**config.mk**
```make
export PLATFORM = sky130hd
export DESIGN_NAME = ri_ctrl
export DESIGN_NICKNAME = d
export VERILOG_FILES = /design/src/sv/ri_pkg.sv /design/src/sv/ri_ctrl.sv
export SDC_FILE = /design/constraint.sdc
export NUM_CORES = 1
export LEC_CHECK = 0
export BUFFER_PORTS_ARGS = -buffer_cell sky130_fd_sc_hd__buf_4
export CORE_AREA = 3 3 66 68
export CTS_BUF_LIST = sky130_fd_sc_hd__clkbuf_16
export DETAILED_ROUTE_END_ITERATION = 12
export DIE_AREA = 0 0 69 71
export GPL_ROUTABILITY_DRIVEN = 1
export GPL_TIMING_DRIVEN = 0
export SLEW_MARGIN = 10
export SYNTH_ARGS = -nofsm -noshare
export SYNTH_HDL_FRONTEND = slang
export SYNTH_SLANG_ARGS = --single-unit
```
**constraint.sdc**
```tcl
create_clock -name clk -period 3.7 [get_ports clk]
set_clock_uncertainty 0.15 [all_clocks]
set_input_delay 0.37 -clock clk [delete_from_list [all_inputs] [get_ports clk]]
set_output_delay 0.37 -clock clk [all_outputs]
set_load 0.01 [all_outputs]
```
**src/sv/ri_pkg.sv**
```systemverilog
package ri_pkg;

  // Fixed field widths
  localparam int unsigned VALUE_W      = 32;
  localparam int unsigned RANK_W       = 6;
  localparam int unsigned MAX_ELEMENTS = 64;

  // Commands from the controller to the datapath
  typedef struct packed {
    logic load;     // write the incoming value into the selected cell
    logic compare;  // broadcast one stored value; cells with a larger key count it
    logic advance;  // shift ranks toward the output after a transaction
  } ri_cmd_t;

endpackage

```
**src/sv/ri_ctrl.sv**
```systemverilog
module ri_ctrl #(
  parameter int unsigned MAX_ELEMENTS = ri_pkg::MAX_ELEMENTS
) (
  input  logic                                  clk,
  input  logic                                  rst_n,
  input  logic                                  in_valid,
  output logic                                  in_ready,
  input  logic                                  in_is_last,
  output logic                                  out_valid,
  input  logic                                  out_ready,
  output logic                                  out_last_rank,
  output logic                                  out_overflow,
  output ri_pkg::ri_cmd_t                       cmd,
  output logic [$clog2(MAX_ELEMENTS)-1:0]       load_idx
);
  import ri_pkg::*;

  localparam int unsigned CNT_W = $clog2(MAX_ELEMENTS + 1);
  localparam int unsigned IDX_W = $clog2(MAX_ELEMENTS);

  typedef enum logic [1:0] {
    ST_LOAD,
    ST_RANK,
    ST_EMIT
  } state_t;

  state_t             state_r, state_nxt;
  logic [CNT_W-1:0]   cnt_r, cnt_nxt;
  logic [CNT_W-1:0]   step_r, step_nxt;
  logic               ovf_r, ovf_nxt;
  logic               room;
  logic               at_end;

  assign room     = (cnt_r < CNT_W'(MAX_ELEMENTS));
  assign at_end   = (step_r == cnt_r - CNT_W'(1));
  assign load_idx = cnt_r[IDX_W-1:0];

  // Handshake and datapath commands follow the state
  always_comb begin
    in_ready      = (state_r == ST_LOAD);
    out_valid     = (state_r == ST_EMIT);
    out_last_rank = (state_r == ST_EMIT) && at_end;
    out_overflow  = ovf_r;
    cmd.load      = (state_r == ST_LOAD) && in_valid && room;
    cmd.compare   = (state_r == ST_RANK);
    cmd.advance   = (state_r == ST_EMIT) && out_ready;
  end

  // Next state: load values, run one compare pass per stored value, then emit
  always_comb begin
    state_nxt = state_r;
    cnt_nxt   = cnt_r;
    step_nxt  = step_r;
    ovf_nxt   = ovf_r;
    unique case (state_r)
      ST_LOAD: begin
        if (in_valid) begin
          if (room) begin
            cnt_nxt = cnt_r + CNT_W'(1);
          end else begin
            ovf_nxt = 1'b1;
          end
          if (in_is_last) begin
            state_nxt = ST_RANK;
            step_nxt  = '0;
          end
        end
      end
      ST_RANK: begin
        if (at_end) begin
          state_nxt = ST_EMIT;
          step_nxt  = '0;
        end else begin
          step_nxt = step_r + CNT_W'(1);
        end
      end
      ST_EMIT: begin
        if (out_ready) begin
          if (at_end) begin
            state_nxt = ST_LOAD;
            cnt_nxt   = '0;
            ovf_nxt   = 1'b0;
            step_nxt  = '0;
          end else begin
            step_nxt = step_r + CNT_W'(1);
          end
        end
      end
      default: begin
        state_nxt = ST_LOAD;
      end
    endcase
  end

  always_ff @(posedge clk) begin
    if (!rst_n) begin
      state_r <= ST_LOAD;
      cnt_r   <= '0;
      step_r  <= '0;
      ovf_r   <= 1'b0;
    end else begin
      state_r <= state_nxt;
      cnt_r   <= cnt_nxt;
      step_r  <= step_nxt;
      ovf_r   <= ovf_nxt;
    end
  end

endmodule

```
==> summary.md <==
The flow ran to the end, and the final reports show no timing, DRC or antenna violations. In this run the power spent charging and discharging nets is 234 uW. The initial standard-cell utilization of the core was 34.3%; the via-per-instance ratio was 5.22. Routability-driven placement finished with a final weighted congestion of 0.812. In this run, distinct cell masters in the synthesized netlist total 48.

The largest buffer count on any clock path was 2; the maximum resistive drop on vdd was 0.224 mV. Per report_power, the combinational group accounts for 38.6% of the total. At the worst endpoint, the required time is 3.18 ns. The main flop type after synthesis is sky130_fd_sc_hd__dfxtp_1. The area of the core came out at 3910 sq um. Dividing total power by cell area gives a power density of 427 nW/um^2. Largest area contributor in the netlist: sky130_fd_sc_hd__dfxtp_1. Net switching is 33.9% of the power.

For the post-CTS setup-driven buffer insertion count, the log shows 0. Ranked by instance count, the synthesized netlist is headed by sky130_fd_sc_hd__nand2_1, sky130_fd_sc_hd__dfxtp_1, sky130_fd_sc_hd__o21ai_0, sky130_fd_sc_hd__nand3_1. The maximum fanout count along the critical path was 10; the final count of pins violating max slew was 0. The clock reaches the later pin of the worst-skew pair after 0.25 ns.

In the detailed route, the total length drawn on met3 is 181 microns. Setup total negative slack on the finished layout was measured at 0 ns. The logs give 0 for the number of antenna cells inserted and 0 for the post-route DRC violation count. Setup violations remaining at the end of the flow were counted as 0.

For the met2 wirelength from detailed routing, the log shows 1390 microns. In the post-synthesis netlist, the biggest area contributors are sky130_fd_sc_hd__dfxtp_1, sky130_fd_sc_hd__ha_1, sky130_fd_sc_hd__nand2_1. In this run the worst setup path begins at cnt_r[0]. The tools report the share of synthesized area occupied by flip-flops and latches as 25.4%. The tightest min-delay check is of the input pin to flop type. For the finished layout, the period the worst path requires is 3.41 ns.

The tools report the layout net count as 213. From left edge to right edge, the die measures 69 microns. For the number of global-route vias before repair, the log shows 1198.

The count of hold-fix buffers inserted at cts is 0. Worst slack on hold paths: 0.283 ns. Transition at the pin with the smallest max-transition slack: 0.491 ns. The clock tree root buffer cell is sky130_fd_sc_hd__clkbuf_16.

The leakage power figure was 0.643 nW. For the count of boundary I/O pins, the log shows 18. The maximum achievable frequency was 0.293 GHz.

Entering global routing, the biggest net connects 11 pins. The startpoint of the tightest hold check path is rst_n. The cell with the largest stage delay on the worst path was sky130_fd_sc_hd__a311oi_1. The startpoint of the worst-slack reg-to-reg timing path is cnt_r[0]. The total die area was 4900 sq um; the register share of total power was 30.2%. Counting every net in the synthesized netlist gives 191.

CTS saw 17 sinks. The max-cap check violation count came out at 0. The part of the cycle the worst path needs works out to 92.1%. Synthesis produced 179 cells.

The total power is 689 uW. The run gives 41.2% as the utilization after layout. The ratio of cells with drive above 1 in the final layout was 19.5%; the clock network power share was 31.1%. The worst pin sits at a relative slew slack of 67.0%. Summing over every cut layer, the via total after detailed routing is 1306. The sum of overflow across all layers after global routing was 0. The tools report the number of rows in the core area as 23.

The worst setup path is launched from a flop. Area overhead of the layout relative to synthesis: 20.2%. TritonCTS built the clock tree.

The signal on the critical path passes through clkbuf_2, inv_1, ha_1, nor2b_1, or3_1, a311oi_1, o221ai_2, buf_2, nor2_1, buf_4. After detailed routing, the average wire length per cell comes to 12.7 microns. Area of the mapped netlist: 1340 sq um. The cell internal power dissipation was 455 uW. Summed over all layers, the routed wires come to 3180 microns.

The first global-routing pass estimated 5640 microns of wire. For the wire length on met1, the log shows 1580 microns. Clock-pin slew was measured on the worst setup and hold paths at 0.05 ns. Summed over its instances, the top area cell type makes up 25.4% of the synthesized netlist area. In the post-synthesis netlist, the cell with the most instances is sky130_fd_sc_hd__nand2_1. For the worst setup path, the data arrival time is 2.89 ns.

Buffers inserted during clock tree synthesis total 3. The number of instances in the placed design came out at 246. Counting flops and latches in the post-synthesis netlist gives 17.

Async set-or-reset flop fraction in the synthesized netlist: 0%. Uppermost metal layer occupied by signal nets: met4. For this run, the total global-route usage over all layers was measured as 13.9%.

The largest single stage delay on the critical path is 0.40 ns. The count of endpoints failing hold in the final timing report was 0; the count of warnings emitted by yosys was 0. For this block, the initial DRC count from the detailed router was 84.

A synthesized cell averages 7.49 sq um. Setup repair after global routing left no endpoint under its margin. The post-CTS resize count came out at 0. The tools report the kind of end point of the critical path as an output pin.

The detail route stage leaves a number of antenna-violating nets equal to 0. The run gives 2410 microns as the total half-perimeter wirelength after legalization and detailed placement. The number of I/O port buffers is 17, and the depth of the CTS H-tree is 1. In this run, synthesis inferred 0 flip-flops with an integrated enable. The die is 71 microns tall. For this run, the detailed router's first-pass iteration total came to 4. The type of the worst setup path is flop to output pin. The logs give 0 for the number of antenna violations at the first check in global routing and 250 for the final standard cell count with taps included and fillers excluded.
==> layer usage <==
layer / global-route usage [%] / vias to the layer above
met5: 0 / -
met4: 4.56 / 0
met3: 2.41 / 2
met2: 21.1 / 43
met1: 20.0 / 587
li1: - / 674
==> power by group through the flow <==
stage | registers (mW) | logic, mW | clock network, mW
2_1_floorplan | 0.209 | 0.197 | 0
4_1_cts | 0.209 | 0.266 | 0.221
5_1_grt | 0.210 | 0.299 | 0.224
6_report | 0.208 | 0.266 | 0.214
3_3_place_gp | 0.212 | 0.265 | 0
3_5_place_dp | 0.213 | 0.264 | 0
==> registers in the layout, summed over array words and instances (netlist names) <==
| name | flops |
|---|---|
| cnt_r | 7 |
| step_r | 7 |
| state_r | 2 |
| out_overflow | 1 |
==> worst paths after layout <==
kind	cells after the start	slack, ns	endpoint
worst max-delay path	10	0.29	out_last_rank
worst min-delay path	3	0.28	state_r[1]
worst max register to register	9	0.67	cnt_r[4]
worst min register to register	1	0.37	cnt_r[5]
==> critical path, delay by kind of cell, from the launching register on <==
| family | cells | cell delay, ns |
|---|---|---|
| flip-flops | 1 | 0.35 |
| AO/OA/AOI/OAI | 2 | 0.68 |
| adder cells (fa/ha/maj) | 1 | 0.29 |
| buffers and inverters | 4 | 0.71 |
| AND/OR/NAND/NOR | 3 | 0.62 |
==> area by class of cell <==
class,instances,area [sq um]
Timing Repair Buffer,17,128
Inverter,10,37.5
Clock buffer,3,75.1
Clock inverter,1,3.75
Sequential cell,17,340
Multi-Input combinational cell,134,863
Fill cell,434,2300
Tap cell,50,62.6
Buffer,18,103
==> metrics by stage <==
stage                     cell area (sq um)  setup WS (ns)
final                                  1610          0.291
after CTS                              1610         0.0810
after global placement                 1530          0.384
after global routing                   1610         0.0600
after detailed placement               1530          0.357
after floorplan                        1340          0.828
==> cell families (layout without fill, tap and decap cells) <==
group                      Yosys count  after routing  synth area share [%]
adders and majority gates            7              7                  6.53
buffers and inverters               28             49                  10.3
DFF                                 17             17                  25.4
xor gates and xnor gates             9              9                  6.90
muxes                                1              1                 0.746
AOI/OAI and AO/OA                   40             40                  19.9
and+or+nand+nor                     77             77                  30.3
==> cell usage in the layout (no fill, tap or decap), types with 2 or more instances in the layout <==
| master | netlist | layout |
|---|---|---|
| sky130_fd_sc_hd__xor2_1 | 4 | 4 |
| sky130_fd_sc_hd__nor3b_1 | 3 | 3 |
| sky130_fd_sc_hd__o22ai_1 | 2 | 2 |
| sky130_fd_sc_hd__nand4_1 | 6 | 6 |
| sky130_fd_sc_hd__buf_2 | 2 | 2 |
| sky130_fd_sc_hd__xnor2_1 | 4 | 4 |
| sky130_fd_sc_hd__a31oi_1 | 5 | 5 |
| sky130_fd_sc_hd__a21boi_0 | 2 | 2 |
| sky130_fd_sc_hd__clkbuf_2 | 0 | 2 |
| sky130_fd_sc_hd__a21o_1 | 2 | 2 |
| sky130_fd_sc_hd__nor3_1 | 8 | 8 |
| sky130_fd_sc_hd__nand2_1 | 20 | 20 |
| sky130_fd_sc_hd__a21oi_1 | 3 | 3 |
| sky130_fd_sc_hd__o21ai_0 | 13 | 13 |
| sky130_fd_sc_hd__buf_4 | 6 | 23 |
| sky130_fd_sc_hd__dfxtp_1 | 17 | 17 |
| sky130_fd_sc_hd__nor2_1 | 10 | 10 |
| sky130_fd_sc_hd__clkbuf_1 | 9 | 7 |
| sky130_fd_sc_hd__a211oi_1 | 2 | 2 |
| sky130_fd_sc_hd__inv_1 | 10 | 11 |
| sky130_fd_sc_hd__nand3_1 | 12 | 12 |
| sky130_fd_sc_hd__or2_2 | 4 | 4 |
| sky130_fd_sc_hd__ha_1 | 7 | 7 |
| sky130_fd_sc_hd__clkbuf_16 | 0 | 3 |
| sky130_fd_sc_hd__nor2b_1 | 3 | 3 |
No activity file was read; power rests on OpenSTA's default activity.
